[src/ffha_pkg.sv]
`timescale 1ns / 1ps

package ffha_pkg;

   // heap geometry
   localparam int HEAP_BYTES = 65536;
   localparam int ADDR_SPACE = 65536;
   localparam int HEAP_WORDS = HEAP_BYTES / 4;
   localparam int ROW_BITS   = $clog2(HEAP_WORDS);
   localparam int ADDR_BITS  = 16;
   localparam int WORD_BITS  = 32;

   // field widths
   localparam int REQ_BITS   = 17;
   localparam int SIZE_BITS  = REQ_BITS + 1;
   localparam int LIMIT_BITS = 17;

   // block layout
   localparam int HEADER_BYTES = 8;
   localparam int FLAG_OFFSET  = 4;
   localparam int USED_FLAG    = 1;
   localparam int MIN_PAYLOAD  = 4;
   localparam int ALIGN_MASK   = 3;
   localparam int SPLIT_MARGIN = HEADER_BYTES + MIN_PAYLOAD;

   // list walk bound
   localparam int VISIT_CAP  = HEAP_BYTES / 12 + 1;
   localparam int VISIT_BITS = $clog2(VISIT_CAP + 1);

   // break limit
   localparam logic [LIMIT_BITS-1:0] LIMIT_CAP =
      LIMIT_BITS'((HEAP_BYTES < ADDR_SPACE) ? HEAP_BYTES : ADDR_SPACE);
   localparam logic [LIMIT_BITS-1:0] LIMIT_RESET = 17'd65536;

   // register port
   localparam int CSR_ADDR_BITS = 3;
   localparam int CSR_DATA_BITS = 32;
   localparam int CSR_IDX_BITS  = CSR_ADDR_BITS - 2;
   localparam logic [CSR_IDX_BITS-1:0] REG_HEAP_LIMIT = '0;

   typedef enum logic [1:0] {
      STATUS_DONE         = 2'd0,
      STATUS_ZERO_SIZE    = 2'd1,
      STATUS_NO_MEMORY    = 2'd2,
      STATUS_NULL_RELEASE = 2'd3
   } status_type;

   typedef enum logic [3:0] {
      ST_IDLE,
      ST_DISPATCH,
      ST_WALK,
      ST_RD_LINK,
      ST_EVAL,
      ST_SPLIT_SIZE,
      ST_SPLIT_FLAG,
      ST_SPLIT_LINK,
      ST_TRIM,
      ST_RELINK,
      ST_MARK_USED,
      ST_BRK_CHECK,
      ST_BRK_FLAG,
      ST_REL_FLAG,
      ST_REL_LINK
   } state_type;

   typedef enum logic [3:0] {
      ADDR_CUR_M8,
      ADDR_CUR,
      ADDR_CUR_M4,
      ADDR_TP_M8,
      ADDR_TP_M4,
      ADDR_TP,
      ADDR_PREV,
      ADDR_BRK,
      ADDR_BRK_P4,
      ADDR_PTR_M4,
      ADDR_PTR
   } addr_sel_type;

   typedef enum logic [2:0] {
      WD_REM,
      WD_ZERO,
      WD_NXT,
      WD_SIZE,
      WD_REPL,
      WD_ONE,
      WD_HEAD
   } wdata_sel_type;

   typedef enum logic [1:0] {
      HEAD_HOLD,
      HEAD_REPL,
      HEAD_PTR
   } head_sel_type;

   typedef enum logic [2:0] {
      RSP_OK_CUR,
      RSP_OK_BRK,
      RSP_ZERO,
      RSP_OOM,
      RSP_NULL,
      RSP_RELEASED
   } rsp_kind_type;

   typedef struct packed {
      logic          load_req;
      logic          mem_rd;
      logic          mem_wr;
      addr_sel_type  addr_sel;
      wdata_sel_type wdata_sel;
      logic          cap_size;
      logic          cap_link;
      logic          advance;
      head_sel_type  head_sel;
      logic          brk_grow;
      logic          rsp_en;
      rsp_kind_type  rsp_kind;
   } dp_cmd_type;

   typedef struct packed {
      logic mode;
      logic size_zero;
      logic ptr_zero;
      logic walk_end;
      logic fits;
      logic split;
      logic prev_zero;
      logic oom;
   } dp_status_type;

endpackage

[src/ffha_csr.sv]
`timescale 1ns / 1ps

module ffha_csr (
   input  logic                                 clock,
   input  logic                                 reset,
   input  logic                                 psel,
   input  logic                                 penable,
   input  logic                                 pwrite,
   input  logic [ffha_pkg::CSR_ADDR_BITS-1:0]   paddr,
   input  logic [ffha_pkg::CSR_DATA_BITS-1:0]   pwdata,
   output logic [ffha_pkg::CSR_DATA_BITS-1:0]   prdata,
   output logic                                 pready,
   output logic [ffha_pkg::LIMIT_BITS-1:0]      heap_limit
);
   import ffha_pkg::*;

   logic [LIMIT_BITS-1:0]   heap_limit_ff;
   logic [LIMIT_BITS-1:0]   heap_limit_in;
   logic [CSR_IDX_BITS-1:0] reg_idx;
   logic                    wr_hit;

   assign reg_idx = paddr[CSR_ADDR_BITS-1:2];
   assign wr_hit  = psel && penable && pwrite && (reg_idx == REG_HEAP_LIMIT);
   assign pready  = 1'b1;

   assign heap_limit_in = wr_hit ? pwdata[LIMIT_BITS-1:0] : heap_limit_ff;

   always_ff @(posedge clock) begin
      if (reset) begin
         heap_limit_ff <= LIMIT_RESET;
      end else begin
         heap_limit_ff <= heap_limit_in;
      end
   end

   assign prdata = (reg_idx == REG_HEAP_LIMIT) ? CSR_DATA_BITS'(heap_limit_ff) : '0;
   assign heap_limit = heap_limit_ff;

endmodule

[config.mk]
export PLATFORM = sky130hd
export DESIGN_NAME = ffha_csr
export DESIGN_NICKNAME = d
export VERILOG_FILES = /design/src/ffha_pkg.sv /design/src/ffha_csr.sv
export SDC_FILE = /design/constraint.sdc
export NUM_CORES = 1
export LEC_CHECK = 0
export CAP_MARGIN = 15
export CELL_PAD_IN_SITES_DETAIL_PLACEMENT = 1
export CELL_PAD_IN_SITES_GLOBAL_PLACEMENT = 1
export CORE_ASPECT_RATIO = 0.75
export CORE_MARGIN = 8
export CORE_UTILIZATION = 37
export DETAILED_ROUTE_END_ITERATION = 6
export DONT_BUFFER_PORTS = 1
export PLACE_DENSITY = 0.74
export SYNTH_ARGS = -nofsm -noshare
export SYNTH_HDL_FRONTEND = slang
export SYNTH_SLANG_ARGS = --single-unit
[constraint.sdc]
create_clock -name clock -period 0.8 [get_ports clock]
set_input_delay 0 -clock clock [delete_from_list [all_inputs] [get_ports clock]]
set_output_delay 0 -clock clock [all_outputs]
set_load 0.1 [all_outputs]
==> summary.md, run 1 <==
| Metric | Value |
|---|---|
| Status | `aborted with a tool error` |
| Last stage reached | `global routing (5_1_grt)` |
| Stop Error | `[ERROR DPL-0033] detailed placement checks failed during check placement.` |
| Adder-cell share of the synthesized area | `0` |
| HPWL after DPL | `2540 microns` |
| CTS Buffer Depth | `2` |
| Cell area after synthesis | `1030 sq um` |
| Clock root buffer | `clkbuf_8` |
| Post-synth top area cell | `dfxtp_1` |
| Placed instance area | `1590 sq um` |
| Die height | `61.6 microns` |
| Synth Register Bits | `17` |
| Cell count after synthesis | `110` |
| Inserted Clock Buffers | `3` |
| Port Buffer Count | `0` |
| Compound-Gate Fraction of Synth Area | `0` |
| Num ports | `90` |
| Initial Utilization | `0.391` |
| Antenna violations before repair | `0` |
| Post-synth top area share | `0.332` |
| # rows | `16` |
| Worst EP Category | `output port` |
| Mux share of post-synthesis cell area | `0.166` |
| Worst_ep grt | `prdata[8]` |
| Die X | `76.8 microns` |
| Sink Count | `17` |
| Top post-synthesis cells by area | `dfxtp_1 33%, nand2b_1 20%, mux2i_1 17%, buf_4 12%, nor2b_1 6.1%` |
| Post-Syn Area per Cell | `9.33 sq um` |
| Largest net degree at the start of global routing | `35` |
| Sequential share of the synthesized area | `0.332` |
| H-tree depth | `1` |
| Count of cell types in the netlist | `12` |
| Yosys warns | `0` |
| XOR/XNOR Fraction of Synth Area | `0` |
| Largest family of logic cells by synthesized area | `simple AND/OR/NAND/NOR gates` |
| Dpl ws | `-0.0357 ns` |
| Final Wtd Congestion | `0.652` |
| Area fraction in and, or, nand and nor cells after synthesis | `0.333` |
## synth_stat cells, drive strengths merged
master	n
mux2i	17
and4b	1
conb	2
nor2	2
buf	18
nor2b	10
clkbuf	4
and2b	7
dfxtp	17
nand2b	32
## repair_timing
action	CTS
buffers inserted	7
endpoints found under the setup margin	34
resized for setup	32
hold buffers	15
endpoints found under the hold margin	17
## kinds of logic after synthesis
family / count (synthesis)
simple gates: 52
buf+inv: 22
mux: 17
flops: 17
other cells: 2
## metrics by stage
| stage | hold WS (ns) | std cells | TNS (ns) |
|---|---|---|---|
| after CTS | -0.0934 | 199 | -3.50 |
| after detailed placement | 0.154 | 173 | -0.0357 |
| after global placement | 0.149 | 173 | 0 |
| after floorplan | 0.144 | 124 | -4.10 |
==> inputs of run 2 (changes only) <==
==> config.mk (replaced) <==
export PLATFORM = sky130hd
export DESIGN_NAME = ffha_csr
export DESIGN_NICKNAME = d
export VERILOG_FILES = /design/src/ffha_pkg.sv /design/src/ffha_csr.sv
export SDC_FILE = /design/constraint.sdc
export NUM_CORES = 1
export LEC_CHECK = 0
export CAP_MARGIN = 15
export CORE_AREA = 8 8 69 71
export DETAILED_ROUTE_END_ITERATION = 6
export DIE_AREA = 0 0 77 79
export DONT_BUFFER_PORTS = 1
export PLACE_DENSITY_LB_ADDON = 0.15
export SYNTH_ARGS = -nofsm -noshare
export SYNTH_HDL_FRONTEND = slang
export SYNTH_SLANG_ARGS = --single-unit
==> constraint.sdc (replaced) <==
create_clock -name clock -period 1 [get_ports clock]
set_input_delay 0 -clock clock [delete_from_list [all_inputs] [get_ports clock]]
set_output_delay 0 -clock clock [all_outputs]
set_load 0.1 [all_outputs]
==> summary.md, run 2 <==
| Metric | Value |
|---|---|
| Status | `complete, but fails checks` |
| Violated checks | `negative hold slack` |
| DR WL/cell | `14.1 microns` |
| Cell count after synthesis | `110` |
| Top post-synthesis cells by area | `dfxtp_1 33%, nand2b_1 20%, mux2i_1 17%, buf_4 12%, nor2b_1 6.1%` |
| Max reg flops | `17` |
| GRT overflow | `0` |
| Vias | `814` |
| Seq. cell area | `404 sq um` |
| Kind of critical path | `flop to primary output` |
| Max Clock Skew | `0 ns` |
| Total GRT Usage | `0.0926` |
| Die height | `79 microns` |
| Sink Count | `17` |
| Hold path start | `reset` |
| Die ar. | `6080 sq um` |
| Leak Pwr | `0.000645 uW` |
| Setup WS post-layout | `0.0328 ns` |
| Post-synthesis async set-or-reset flop share | `0` |
| Avg Vias per Cell | `4.05` |
| Max FO, Critical Path | `3` |
| Max-cap violations | `0` |
| Area grow syn2layout | `65.2%` |
| Commonest cells post-synth | `32 x nand2b_1, 17 x dfxtp_1, 17 x mux2i_1` |
| HPWL after DPL | `2120 microns` |
| Final Wtd Congestion | `0.624` |
| Sw Ratio | `0.402` |
| 1st-iter DRT viols | `11` |
| Clock Latency Late Sink | `0.25 ns` |
| Most frequent cells in the layout | `32 x nand2b_1, 17 x mux2i_1, 17 x dfxtp_4, 17 x buf_4` |
| Crit path DAT | `0.97 ns` |
| Clk pwr share | `0.278` |
| Crit path buffers/inverters | `0` |
| Largest net degree at the start of global routing | `35` |
| Antenna diodes | `0` |
| Sequential share of power | `0.365` |
| Final ANT Viol Nets | `0` |
| Max Freq | `1030 MHz` |
| Worst-path cell chain | `and2b_4` |
| Total Nets Final | `192` |
| Tmin final | `0.967 ns` |
| Count of cell types in the netlist | `12` |
| Top delay family on crit path | `flip-flops` |
| Dpl ws | `0.228 ns` |
| Max Slew Vio Count | `0` |
| Slowest cell on the critical path | `dfxtp_4` |
| Inserted Clock Buffers | `3` |
| CP startpoint kind | `flop` |
| Port Buffer Count | `0` |
| Area occupied by multi-input gates | `656 sq um` |
| Layout Cells excl Fill | `201` |
| Post-Route WL | `2840 microns` |
| CTS tree | `done` |
| Sequential share of the synthesized area | `0.332` |
| Post-synth EDFFs | `0` |
| Clock root buffer | `clkbuf_8` |
| Die X | `77 microns` |
| NetSw | `736 uW` |
| Drc violations | `0` |
| First-pass GRT wire length | `4620 microns` |
| Period utilization | `0.967` |
| Router iterations before antenna repair | `2` |
| Most common cell after layout, fill and taps aside | `nand2b_1` |
| Layout cell share with drive strength beyond 1 | `0.437` |
| PostCTS Resize Cnt | `0` |
| # rows | `23` |
| WHS | `-0.0772 ns` |
| Final Hold Viols | `17` |
| Yosys warns | `0` |
| Vias in the first global route | `882` |
| Placed Cells | `181` |
| Num ports | `90` |
| Post-synth top area share | `0.332` |
| Antenna violations before repair | `0` |
| Synth Register Bits | `17` |
| Cell area after synthesis | `1030 sq um` |
| CTS clk-pin slew, worst paths | `0.07 ns` |
| H-tree depth | `1` |
| RSZ-0062 raised after global routing | `yes` |
| Crit path capture type | `primary output` |
| Filler cell count | `382` |
| Initial Utilization | `0.270` |
| Top-count cell post-synth | `nand2b_1` |
| # setup viols final | `0` |
| Hold Crit Class | `primary input to flop` |
| Data required, critical path | `1.00 ns` |
| Core region area | `3800 sq um` |
| Post-synth top area cell | `dfxtp_1` |
| Post-synth top flop | `dfxtp_1` |
| CTS Buffer Depth | `2` |
| Post-Syn Area per Cell | `9.33 sq um` |
| Pint | `1090 uW` |
| Maximum vdd ir drop | `0.429 mV` |
| Critical path origin | `heap_limit[3]` |
| Post-CTS setup buffer count | `0` |
| R2R Path Start | `heap_limit[16]` |
| CP max stage delay | `0.36 ns` |
| Logic gate share of total power | `0.356` |
| PD cells | `1080 nW/um^2` |
-- run 2: cells by family after synthesis --
logic type,count (synthesis),share of synthesized area
other,2,0.00732
multiplexers,17,0.166
flip-flops,17,0.332
AND/OR/NAND/NOR,52,0.333
buffers and inverters,22,0.162
-- run 2: final timing paths --
kind	depth (start not counted)	end	slack, ns
setup reg to reg	2	heap_limit[16]	0.37
hold / removal	2	heap_limit[8]	-0.08
hold reg to reg	2	heap_limit[8]	0.49
setup / recovery	1	prdata[3]	0.03
-- run 2: power groups by stage --
stage                     Clock (uW)  Combinational [uW]  Sequential (uW)
after floorplan                    0                 499              792
after global placement             0                 599              683
after detailed placement           0                 600              684
after CTS                        543                 649              668
after global routing             582                 670              671
final                            509                 652              669
-- run 2: area by class of cell --
cell class | instances | share of cell area
multi-input combinational | 85 | 0.387
sequential | 17 | 0.238
clock buffer | 4 | 0.0266
tap | 50 | 0.0369
timing repair buffer | 45 | 0.311
-- run 2: what timing repair did --
item	4_1_cts	5_1_grt
endpoints found under the setup margin	0	1
hold buffers	15	1
endpoints found under the hold margin	17	17
-- run 2: layer usage --
| metal | global-route usage | up-vias | part of all wire |
|---|---|---|---|
| met1 | 0.0940 | 371 | 0.37 |
| met2 | 0.159 | 45 | 0.50 |
| met4 | 0.0226 | 0 | 0.0085 |
| met3 | 0.0564 | 5 | 0.13 |
| met5 | 0 | - | 0 |
| li1 | - | 393 | - |
-- run 2: through the flow --
| step | TNS [ns] | cell area [sq um] | util | total power (uW) |
|---|---|---|---|---|
| 2_1_floorplan | -1.16 | 1230 | - | 1290 |
| 3_3_place_gp | 0 | 1490 | 0.392 | 1280 |
| 3_5_place_dp | 0 | 1490 | 0.392 | 1280 |
| 4_1_cts | 0 | 1690 | 0.444 | 1860 |
| 5_1_grt | -0.00277 | 1700 | 0.446 | 1920 |
| 6_report | 0 | 1700 | 0.446 | 1830 |
-- run 2: worst reg2reg max path, cell delays in order (launching register included) --
cell	delay [ns]
dfxtp_4	0.34
nor2_1	0.10
mux2i_1	0.07
No activity file was read; power rests on OpenSTA's default activity.
