`config.mk`:
```
export PLATFORM = sky130hd
export DESIGN_NAME = ffha_controller
export DESIGN_NICKNAME = d
export VERILOG_FILES = /design/src/ffha_pkg.sv /design/src/ffha_controller.sv
export SDC_FILE = /design/constraint.sdc
export NUM_CORES = 1
export LEC_CHECK = 0
export ABC_CLOCK_PERIOD_IN_PS = 2500
export BUFFER_PORTS_ARGS = -buffer_cell sky130_fd_sc_hd__buf_2
export CORE_MARGIN = 8
export CORE_UTILIZATION = 45
export CTS_BUF_LIST = sky130_fd_sc_hd__clkbuf_4
export DETAILED_ROUTE_END_ITERATION = 8
export HOLD_SLACK_MARGIN = 0.03
export PLACE_DENSITY = 0.85
export SLEW_MARGIN = 5
export SYNTH_ARGS = -nofsm -noshare
export SYNTH_HDL_FRONTEND = slang
export SYNTH_SLANG_ARGS = --single-unit
```
`constraint.sdc`:
```
create_clock -name clock -period 2.5 [get_ports clock]
set_input_delay 0.25 -clock clock [delete_from_list [all_inputs] [get_ports clock]]
set_output_delay 0.25 -clock clock [all_outputs]
set_load 0.005 [all_outputs]
```
`src/ffha_pkg.sv`:
```
`timescale 1ns / 1ps

package ffha_pkg;

   // heap geometry
   localparam int HEAP_BYTES = 65536;
   localparam int ADDR_SPACE = 65536;
   localparam int HEAP_WORDS = HEAP_BYTES / 4;
   localparam int ROW_BITS   = $clog2(HEAP_WORDS);
   localparam int ADDR_BITS  = 16;
   localparam int WORD_BITS  = 32;

   // field widths
   localparam int REQ_BITS   = 17;
   localparam int SIZE_BITS  = REQ_BITS + 1;
   localparam int LIMIT_BITS = 17;

   // block layout
   localparam int HEADER_BYTES = 8;
   localparam int FLAG_OFFSET  = 4;
   localparam int USED_FLAG    = 1;
   localparam int MIN_PAYLOAD  = 4;
   localparam int ALIGN_MASK   = 3;
   localparam int SPLIT_MARGIN = HEADER_BYTES + MIN_PAYLOAD;

   // list walk bound
   localparam int VISIT_CAP  = HEAP_BYTES / 12 + 1;
   localparam int VISIT_BITS = $clog2(VISIT_CAP + 1);

   // break limit
   localparam logic [LIMIT_BITS-1:0] LIMIT_CAP =
      LIMIT_BITS'((HEAP_BYTES < ADDR_SPACE) ? HEAP_BYTES : ADDR_SPACE);
   localparam logic [LIMIT_BITS-1:0] LIMIT_RESET = 17'd65536;

   // register port
   localparam int CSR_ADDR_BITS = 3;
   localparam int CSR_DATA_BITS = 32;
   localparam int CSR_IDX_BITS  = CSR_ADDR_BITS - 2;
   localparam logic [CSR_IDX_BITS-1:0] REG_HEAP_LIMIT = '0;

   typedef enum logic [1:0] {
      STATUS_DONE         = 2'd0,
      STATUS_ZERO_SIZE    = 2'd1,
      STATUS_NO_MEMORY    = 2'd2,
      STATUS_NULL_RELEASE = 2'd3
   } status_type;

   typedef enum logic [3:0] {
      ST_IDLE,
      ST_DISPATCH,
      ST_WALK,
      ST_RD_LINK,
      ST_EVAL,
      ST_SPLIT_SIZE,
      ST_SPLIT_FLAG,
      ST_SPLIT_LINK,
      ST_TRIM,
      ST_RELINK,
      ST_MARK_USED,
      ST_BRK_CHECK,
      ST_BRK_FLAG,
      ST_REL_FLAG,
      ST_REL_LINK
   } state_type;

   typedef enum logic [3:0] {
      ADDR_CUR_M8,
      ADDR_CUR,
      ADDR_CUR_M4,
      ADDR_TP_M8,
      ADDR_TP_M4,
      ADDR_TP,
      ADDR_PREV,
      ADDR_BRK,
      ADDR_BRK_P4,
      ADDR_PTR_M4,
      ADDR_PTR
   } addr_sel_type;

   typedef enum logic [2:0] {
      WD_REM,
      WD_ZERO,
      WD_NXT,
      WD_SIZE,
      WD_REPL,
      WD_ONE,
      WD_HEAD
   } wdata_sel_type;

   typedef enum logic [1:0] {
      HEAD_HOLD,
      HEAD_REPL,
      HEAD_PTR
   } head_sel_type;

   typedef enum logic [2:0] {
      RSP_OK_CUR,
      RSP_OK_BRK,
      RSP_ZERO,
      RSP_OOM,
      RSP_NULL,
      RSP_RELEASED
   } rsp_kind_type;

   typedef struct packed {
      logic          load_req;
      logic          mem_rd;
      logic          mem_wr;
      addr_sel_type  addr_sel;
      wdata_sel_type wdata_sel;
      logic          cap_size;
      logic          cap_link;
      logic          advance;
      head_sel_type  head_sel;
      logic          brk_grow;
      logic          rsp_en;
      rsp_kind_type  rsp_kind;
   } dp_cmd_type;

   typedef struct packed {
      logic mode;
      logic size_zero;
      logic ptr_zero;
      logic walk_end;
      logic fits;
      logic split;
      logic prev_zero;
      logic oom;
   } dp_status_type;

endpackage

```
`src/ffha_controller.sv`:
```
`timescale 1ns / 1ps

module ffha_controller (
   input  logic                    clock,
   input  logic                    reset,
   input  logic                    start,
   input  ffha_pkg::dp_status_type status,
   output logic                    busy,
   output ffha_pkg::dp_cmd_type    cmd
);
   import ffha_pkg::*;

   state_type state_ff;
   state_type state_in;

   always_ff @(posedge clock) begin
      if (reset) begin
         state_ff <= ST_IDLE;
      end else begin
         state_ff <= state_in;
      end
   end

   // next state
   always_comb begin
      state_in = state_ff;
      case (state_ff)
         ST_IDLE: begin
            if (start) state_in = ST_DISPATCH;
         end
         ST_DISPATCH: begin
            if (status.mode) begin
               state_in = status.ptr_zero ? ST_IDLE : ST_REL_FLAG;
            end else begin
               state_in = status.size_zero ? ST_IDLE : ST_WALK;
            end
         end
         ST_WALK:       state_in = status.walk_end ? ST_BRK_CHECK : ST_RD_LINK;
         ST_RD_LINK:    state_in = ST_EVAL;
         ST_EVAL: begin
            if (status.fits) begin
               state_in = status.split ? ST_SPLIT_SIZE : ST_RELINK;
            end else begin
               state_in = ST_WALK;
            end
         end
         ST_SPLIT_SIZE: state_in = ST_SPLIT_FLAG;
         ST_SPLIT_FLAG: state_in = ST_SPLIT_LINK;
         ST_SPLIT_LINK: state_in = ST_TRIM;
         ST_TRIM:       state_in = ST_RELINK;
         ST_RELINK:     state_in = ST_MARK_USED;
         ST_MARK_USED:  state_in = ST_IDLE;
         ST_BRK_CHECK:  state_in = status.oom ? ST_IDLE : ST_BRK_FLAG;
         ST_BRK_FLAG:   state_in = ST_IDLE;
         ST_REL_FLAG:   state_in = ST_REL_LINK;
         ST_REL_LINK:   state_in = ST_IDLE;
         default:       state_in = ST_IDLE;
      endcase
   end

   // outputs
   always_comb begin
      busy          = (state_ff != ST_IDLE);
      cmd           = '0;
      cmd.addr_sel  = ADDR_CUR;
      cmd.wdata_sel = WD_ZERO;
      cmd.head_sel  = HEAD_HOLD;
      cmd.rsp_kind  = RSP_RELEASED;
      case (state_ff)
         ST_IDLE: begin
            cmd.load_req = start;
         end
         ST_DISPATCH: begin
            if (status.mode && status.ptr_zero) begin
               cmd.rsp_en   = 1'b1;
               cmd.rsp_kind = RSP_NULL;
            end else if (!status.mode && status.size_zero) begin
               cmd.rsp_en   = 1'b1;
               cmd.rsp_kind = RSP_ZERO;
            end
         end
         ST_WALK: begin
            if (!status.walk_end) begin
               cmd.mem_rd   = 1'b1;
               cmd.addr_sel = ADDR_CUR_M8;
            end
         end
         ST_RD_LINK: begin
            cmd.cap_size = 1'b1;
            cmd.mem_rd   = 1'b1;
            cmd.addr_sel = ADDR_CUR;
         end
         ST_EVAL: begin
            cmd.cap_link = 1'b1;
            cmd.advance  = !status.fits;
         end
         ST_SPLIT_SIZE: begin
            cmd.mem_wr    = 1'b1;
            cmd.addr_sel  = ADDR_TP_M8;
            cmd.wdata_sel = WD_REM;
         end
         ST_SPLIT_FLAG: begin
            cmd.mem_wr    = 1'b1;
            cmd.addr_sel  = ADDR_TP_M4;
            cmd.wdata_sel = WD_ZERO;
         end
         ST_SPLIT_LINK: begin
            cmd.mem_wr    = 1'b1;
            cmd.addr_sel  = ADDR_TP;
            cmd.wdata_sel = WD_NXT;
         end
         ST_TRIM: begin
            cmd.mem_wr    = 1'b1;
            cmd.addr_sel  = ADDR_CUR_M8;
            cmd.wdata_sel = WD_SIZE;
         end
         ST_RELINK: begin
            if (status.prev_zero) begin
               cmd.head_sel = HEAD_REPL;
            end else begin
               cmd.mem_wr    = 1'b1;
               cmd.addr_sel  = ADDR_PREV;
               cmd.wdata_sel = WD_REPL;
            end
         end
         ST_MARK_USED: begin
            cmd.mem_wr    = 1'b1;
            cmd.addr_sel  = ADDR_CUR_M4;
            cmd.wdata_sel = WD_ONE;
            cmd.rsp_en    = 1'b1;
            cmd.rsp_kind  = RSP_OK_CUR;
         end
         ST_BRK_CHECK: begin
            if (status.oom) begin
               cmd.rsp_en   = 1'b1;
               cmd.rsp_kind = RSP_OOM;
            end else begin
               cmd.mem_wr    = 1'b1;
               cmd.addr_sel  = ADDR_BRK;
               cmd.wdata_sel = WD_SIZE;
            end
         end
         ST_BRK_FLAG: begin
            cmd.mem_wr    = 1'b1;
            cmd.addr_sel  = ADDR_BRK_P4;
            cmd.wdata_sel = WD_ONE;
            cmd.brk_grow  = 1'b1;
            cmd.rsp_en    = 1'b1;
            cmd.rsp_kind  = RSP_OK_BRK;
         end
         ST_REL_FLAG: begin
            cmd.mem_wr    = 1'b1;
            cmd.addr_sel  = ADDR_PTR_M4;
            cmd.wdata_sel = WD_ZERO;
         end
         ST_REL_LINK: begin
            cmd.mem_wr    = 1'b1;
            cmd.addr_sel  = ADDR_PTR;
            cmd.wdata_sel = WD_HEAD;
            cmd.head_sel  = HEAD_PTR;
            cmd.rsp_en    = 1'b1;
            cmd.rsp_kind  = RSP_RELEASED;
         end
         default: begin
            cmd.load_req = 1'b0;
         end
      endcase
   end

endmodule

```
After elaboration in Yosys (flattened, before gate mapping)

Cells that the tools add are included.

Reduce and logical (&&, ||, !) cells: 8
Shift operators: 0
$lt $le $gt $ge: 0
$add $sub $neg: 0
Div/mod/pow operators: 0
Bitwise gates (word level): 0
Eq/ne operators: 15
Multiply operators: 0
Muxes and demuxes: 27

Operators by type and width:

| cell                 | count |
|---|---|
| $pmux W4 S12         | 1 |
| $pmux W4 S11         | 1 |
| $mux W4              | 10 |
| $eq A4 B4 Y1 const B | 7 |
| $pmux W3 S7          | 1 |
| $pmux W4 S5          | 1 |
| $eq A4 B3 Y1 const B | 4 |
| $mux W8              | 2 |
| $eq A4 B2 Y1 const B | 2 |
| $reduce_or A8 Y1     | 1 |
| $mux W1              | 6 |
| $eq A4 B1 Y1 const B | 1 |
| $logic_not A4 Y1     | 1 |
| $mux W2              | 2 |
| $pmux W2 S2          | 1 |
| $reduce_bool A4 Y1   | 1 |
| $pmux W1 S3          | 1 |
| $logic_and A1 B1 Y1  | 2 |
| $logic_not A1 Y1     | 2 |
| $ne A2 B2 Y1 const B | 1 |
| $pmux W1 S2          | 1 |
| $reduce_or A2 Y1     | 1 |

Bits in read-only memories: 0
Register bits after elaboration: 4
Bits of input ports: 11
Memories: 0
Bits in latches: 0
Bits in writable memories: 0
Logic and storage cells: 51
Output and inout port bits: 21

Longest topological paths before layout

Gate-level depths: netlist (run 1).

Depth in word-level cells: 5
Mapped depth: 6
Mapped depth without buffers: 4

Worst setup path before layout (run 1)

No wires, ideal clock.

Kind: register to output
From: register state_ff[3]
To: output cmd[11] in the netlist's numbering
Path slack: 1146 ps
Arrival: 1104 ps
Data required time: 2250 ps
Stages on the path, launching flop included: 6
Buffers on the path: 2
Path through: dfxtp_1 > buf_6 > clkbuf_1 > nor2_1 > a21o_1 > a22o_1

RTL lines:

| element                  | line                  | RTL |
|---|---|---|
| start: declaration       | ffha_controller.sv:13 | `state_type state_ff;` |
| start signal: assignment | ffha_controller.sv:20 | `state_ff <= state_in;` |
| end: declaration         | ffha_controller.sv:9  | `output ffha_pkg::dp_cmd_type cmd` |

==> out/metrics.cfg, run 1 <==
[floorplan]
die_y_um = 54.3
core-area_um2 = 1440
fp.dieArea_um2 = 2950
rows = 14
initial_core_util_pct = 45.9
io_pins = 32
die_x_um = 54.3

[setup_path]
critPathMaxFanout = 22
r2r_cells = 4
worstSetupStartpointType = flop
criticalPathCategory = reg2out
required_ns = 2.25
r2r-end = state_ff[3]
critPathArrivalTime_ns = 1.83
r2r_setup_slack_ns = 0.81
crit_path_end_kind = output pin
timing.rr.start = state_ff[3]

[logic_synthesis]
synthesis.instances = 103
synth_flop_cell = dfxtp_1
synth_edf_count = 0
yosysWarnings = 0
synth_seq_area_share_pct = 12.1
ys_seq_elements = 4
synthArstFlopShare_pct = 0
synth_fp_nets = 114
synth_cell_types = 39
avgSynthCellArea_um2 = 6.40
synth.cell_area_um2 = 659

[cells_and_area]
top_register = state_ff
largest_register_ffs = 4
diodes = 0
nNetsFinal = 143
area_delta_synth_final_pct = 24.5
final_core_util_pct = 57.1
top_regs = state_ff x4
drive_above_1_share_pct = 32.3
nFillCells = 141
final_cells = 146

[place]
place_inst = 143
place_hpwl_um = 1630
place_ws_ns = 0.678
port_buffers = 31
gp_congestion = 0.931

[global_route]
gr-total-overflow = 0
track_usage_pct = 14.1
grt_max_degree = 23
first_global_vias = 804
antenna_found_initial = 0
grt_pass1_wl_um = 3260

[routing]
wl_per_cell_um = 14.2
wl_um = 2070
vias = 887
dr.pass1.iters = 4
drt-initial-drc-count = 27
ant_nets = 0
via_per_inst = 6.08
drc = 0

[timing]
slew_viol_final = 0
clock_skew_ns = 0.00837
worstMarginPinSlew_ns = 0.673
fin_ws_ns = 0.421
rsz0062_at_grt = no
hold_ws_ns = 0.277
timing.fmax_mhz = 481
tns_ns = 0
setup_violations = 0
hold_viol = 0
period_needed_ns = 2.08
fin_crit_sh_pct = 83.1
maxSlewHeadroom_pct = 55.1

[clock_tree]
clock_latency_ns = 0.24
clk_pin_slew_ns = 0.04
cts.sinks = 4
cts_buffer_depth = 2
cts_resized = 0
clockRootBuffer = clkbuf_4
cts_tree = yes
cts_buffers = 3
hold_buffers = 0
post_cts_buffers = 0
h-tree-depth = 1

[min_path]
hp-start = reset
hold_path_class = in2reg
hold_end = state_ff[2]
min_path_cells = 3

[job]
drv_cap = 0

[power_and_ir_drop]
p_clk_share_pct = 28.5
combPwrFrac_pct = 43.6
p_sw_mw = 0.112
p_leak_nw = 0.389
power.internal_mw = 0.178
worst_ir_drop_vdd_mv = 0.281
power.density_nw_per_um2 = 353
p_seq_share_pct = 27.9
swShare_pct = 38.7

[status]
run_status = complete, no violations

cells in the final DEF (no fill, tap or decap), types with 2 or more instances in the layout:
cell type / count
a211oi_1: 2
nor4_1: 2
inv_2: 2
a21oi_1: 7
nand4b_1: 2
mux2i_1: 2
o31a_1: 2
a21o_1: 4
o21ai_0: 3
buf_4: 2
and3_1: 4
nand2_1: 9
clkbuf_4: 3
o31ai_1: 2
nand2b_1: 3
dfxtp_1: 4
nor3_1: 3
o21ai_1: 5
nand3_1: 2
nor2b_1: 3
nor2_1: 18
buf_2: 31
worst max-delay path by stage:
stage / startpoint / end / slack (ns)
after floorplan: state_ff[3] / cmd[11] / 1.15
after detailed placement: state_ff[2] / cmd[11] / 0.68
after global routing: state_ff[2] / cmd[11] / 0.29
final: state_ff[2] / cmd[11] / 0.42
after global placement: state_ff[2] / cmd[11] / 0.76
after CTS: state_ff[2] / cmd[11] / 0.42
routing by layer:
| metal | up-vias | wire, um | track usage, % |
|---|---|---|---|
| met5 | - | 0 | 0 |
| met4 | 0 | 14 | 6.15 |
| met3 | 2 | 256 | 5.16 |
| met2 | 48 | 983 | 22.7 |
| met1 | 404 | 820 | 16.4 |
| li1 | 433 | - | - |
power groups by stage:
| stage | registers, mW | logic (mW) | clock network, mW |
|---|---|---|---|
| floorplan | 0.0710 | 0.0966 | 0 |
| global placement | 0.0812 | 0.122 | 0 |
| detailed placement | 0.0814 | 0.125 | 0 |
| CTS | 0.0804 | 0.126 | 0.0847 |
| global route | 0.0827 | 0.140 | 0.0900 |
| finish | 0.0810 | 0.126 | 0.0827 |
logic make-up after synthesis:
kind of cell / after synthesis / share of synthesized area (%)
simple gates: 49 / 38.1
compound gates: 36 / 37.2
buf+inv: 12 / 9.49
flops: 4 / 12.1
mux: 2 / 3.04
area by class of cell:
type / instances / area (um2) / share of cell area [%]
well taps: 16 / 20.0 / 2.44
inverters: 3 / 11.3 / 1.37
flip-flops and latches: 4 / 80.1 / 9.76
multi-input cells: 87 / 517 / 63.0
clock buffers: 3 / 22.5 / 2.74
repair buffers: 33 / 170 / 20.7
critical path, stage by stage, from the launching register on:
cell and delay (ns):
dfxtp_1 0.74, nand2b_1 0.28, o21ai_1 0.08, a21o_1 0.19, a22o_1 0.17, buf_2 0.12
cell usage after synthesis, types with 3 or more instances:
master | number | area share [%]
and3_1 | 4 | 3.8
a21o_1 | 4 | 4.6
nand2_1 | 9 | 5.1
a21oi_1 | 7 | 5.3
nor3_1 | 3 | 2.3
nor2b_1 | 3 | 2.8
o21ai_0 | 3 | 2.3
nor2_1 | 18 | 10
buf_2 | 5 | 3.8
o21ai_1 | 5 | 3.8
dfxtp_1 | 4 | 12
nand2b_1 | 3 | 2.8
metrics by stage:
stage	cell area [um2]	total power [mW]
4_1_cts	821	0.291
5_1_grt	821	0.313
3_5_place_dp	798	0.207
2_1_floorplan	659	0.168
6_report	821	0.290
3_3_place_gp	798	0.204
No activity file was read; power rests on OpenSTA's default activity.
==> run 2: changes to the inputs <==
Settings changed: ABC_CLOCK_PERIOD_IN_PS 2500 to 1700, CORE_UTILIZATION 45 to 42, PLACE_DENSITY 0.85 to 0.84.
Clock period 2.5 ns to 1.7 ns, I/O delays scaled along.
==> out/metrics.cfg, run 2 (same netlist as run 1, synthesis figures left out) <==
[cells_and_area]
area_delta_synth_final_pct = 38.3
layout.area.seq_um2 = 88.8  ; +11%
design_area_um2 = 912  ; +11%
nNetsFinal = 151  ; +5.6%
multi_input_area_um2 = 536  ; +3.6%
top_regs = state_ff x4
drive_above_1_share_pct = 41.3  ; +9.0 points
nFillCells = 133  ; -5.7%
top_register = state_ff
final_cells = 154  ; +5.5%
final_core_util_pct = 61.3  ; +4.1 points
largest_register_ffs = 4  ; unchanged
layout_common_cells = buf_2 (31), nor2_1 (16), nand2_1 (9), buf_4 (9), a21oi_1 (7)
diodes = 0  ; unchanged
final_common_cell = buf_2

[floorplan]
fp.dieArea_um2 = 3090  ; +5.0%
die_y_um = 55.6  ; +2.5%
io_pins = 32  ; unchanged
core-area_um2 = 1490  ; +3.7%
die_x_um = 55.6  ; +2.5%
rows = 14  ; unchanged
initial_core_util_pct = 44.3  ; -1.6 points

[global_route]
gr-total-overflow = 0  ; unchanged
track_usage_pct = 15.4  ; +1.3 points
first_global_vias = 883  ; +9.8%
antenna_found_initial = 0  ; unchanged
grt_max_degree = 14  ; -39%
grt_pass1_wl_um = 4060  ; +25%

[clock_tree]
cts_tree = yes
cts_buffers = 3  ; unchanged
cts.sinks = 4  ; unchanged
clockRootBuffer = clkbuf_4
cts_buffer_depth = 2  ; unchanged
hold_buffers = 0  ; unchanged
h-tree-depth = 1  ; unchanged
clk_pin_slew_ns = 0.05  ; about the same
clock_latency_ns = 0.26  ; +0.02 ns

[power_and_ir_drop]
worst_ir_drop_vdd_mv = 0.433  ; +54%
power.total_mw = 0.464  ; +60%
p_leak_nw = 0.438  ; +13%
power.density_nw_per_um2 = 509  ; +44%

[setup_path]
cp_top_family = compound AO/OA/AOI/OAI gates
worstSetupStartpointType = flop
path_buf_inv = 1  ; unchanged
path_cells = nand2b_1, o21ai_1, a21o_1, a22o_1, buf_2
endpoint = cmd[11]
cp_slowest_cell = dfxtp_4
timing.rr.start = state_ff[2]
cp.depth = 5  ; unchanged
r2r_setup_slack_ns = 0.28  ; -0.53 ns
criticalPathCategory = reg2out
crit_path_start = state_ff[2]
r2r_cells = 4  ; unchanged
critPathMaxFanout = 11  ; -50%
max_stage_delay_ns = 0.42  ; -0.32 ns
r2r-end = state_ff[1]
crit_path_end_kind = output pin
critPathArrivalTime_ns = 1.44  ; -0.39 ns
required_ns = 1.53  ; -0.72 ns

[routing]
vias = 926  ; +4.4%
ant_nets = 0  ; unchanged
dr.pass1.iters = 4  ; unchanged
wl_um = 2420  ; +17%
drt-initial-drc-count = 35  ; +30%
via_per_inst = 6.01  ; -1.0%
drc = 0  ; unchanged
wl_per_cell_um = 15.7  ; +11%

[min_path]
hp-start = reset
hold_path_class = in2reg

[timing]
period_needed_ns = 1.61
tns_ns = 0  ; unchanged
timing.fmax_mhz = 622
slew_viol_final = 0  ; unchanged
clock_skew_ns = 0.0168  ; +0.00838 ns
setup_violations = 0  ; unchanged
fin_ws_ns = 0.0921  ; -0.329 ns
hold_viol = 0  ; unchanged
fin_crit_sh_pct = 94.6
worstMarginPinSlew_ns = 0.368  ; -0.304 ns
maxSlewHeadroom_pct = 75.2  ; +20 points
hold_ws_ns = 0.172  ; -0.104 ns

[place]
place_inst = 151  ; +5.6%
gp_congestion = 0.958  ; +3.0%
place_hpwl_um = 1930  ; +19%
port_buffers = 31  ; unchanged
dpl-instance-area_um2 = 858  ; +7.5%
place_ws_ns = 0.140  ; -0.538 ns

[status]
run_status = complete, no violations

[job]
drv_cap = 0  ; unchanged

==> run 2: what timing repair did <==
item | 4_1_cts | 5_1_grt
endpoints found under the setup margin | 10 | 7
cloned | 0 | 0
setup buffers | 0 | 0
gates resized for setup | 5 | 6
pin swaps | 0 | 1
==> run 2: where the power goes <==
part | total [mW] | internal, mW | switching, mW
sequential | 0.120 | 0.101 | 0.0192
clock | 0.132 | 0.0799 | 0.0524
combinational | 0.212 | 0.0980 | 0.114
total | 0.464 | 0.279 | 0.186
==> run 2: cell type report <==
| type | count | area share [%] |
|---|---|---|
| multi-input combinational | 87 | 58.7 |
| inverter | 3 | 1.23 |
| tap | 16 | 2.19 |
| clock buffer | 3 | 2.47 |
| sequential | 4 | 9.74 |
| timing repair buffer | 41 | 25.7 |
==> run 2: per-layer routing <==
layer / vias up / share of wire, % / track usage, %
met4: 0 / 0.70 / 5.28
met1: 430 / 42 / 17.8
met5: - / 0 / 0
met3: 3 / 9.3 / 6.39
li1: 450 / - / -
met2: 43 / 48 / 24.7
==> run 2: worst min-delay path by stage <==
stage	end	depth (start not counted)
3_3_place_gp	state_ff[1]	3
5_1_grt	state_ff[2]	3
2_1_floorplan	state_ff[2]	2
4_1_cts	state_ff[2]	3
3_5_place_dp	state_ff[2]	3
6_report	state_ff[2]	3
==> run 2: worst reg2reg max path: stages, from the launching register on <==
cell      delay [ns]
dfxtp_4         0.39
nand2b_1        0.22
a21o_1          0.22
a211oi_2        0.32
o31a_1          0.19
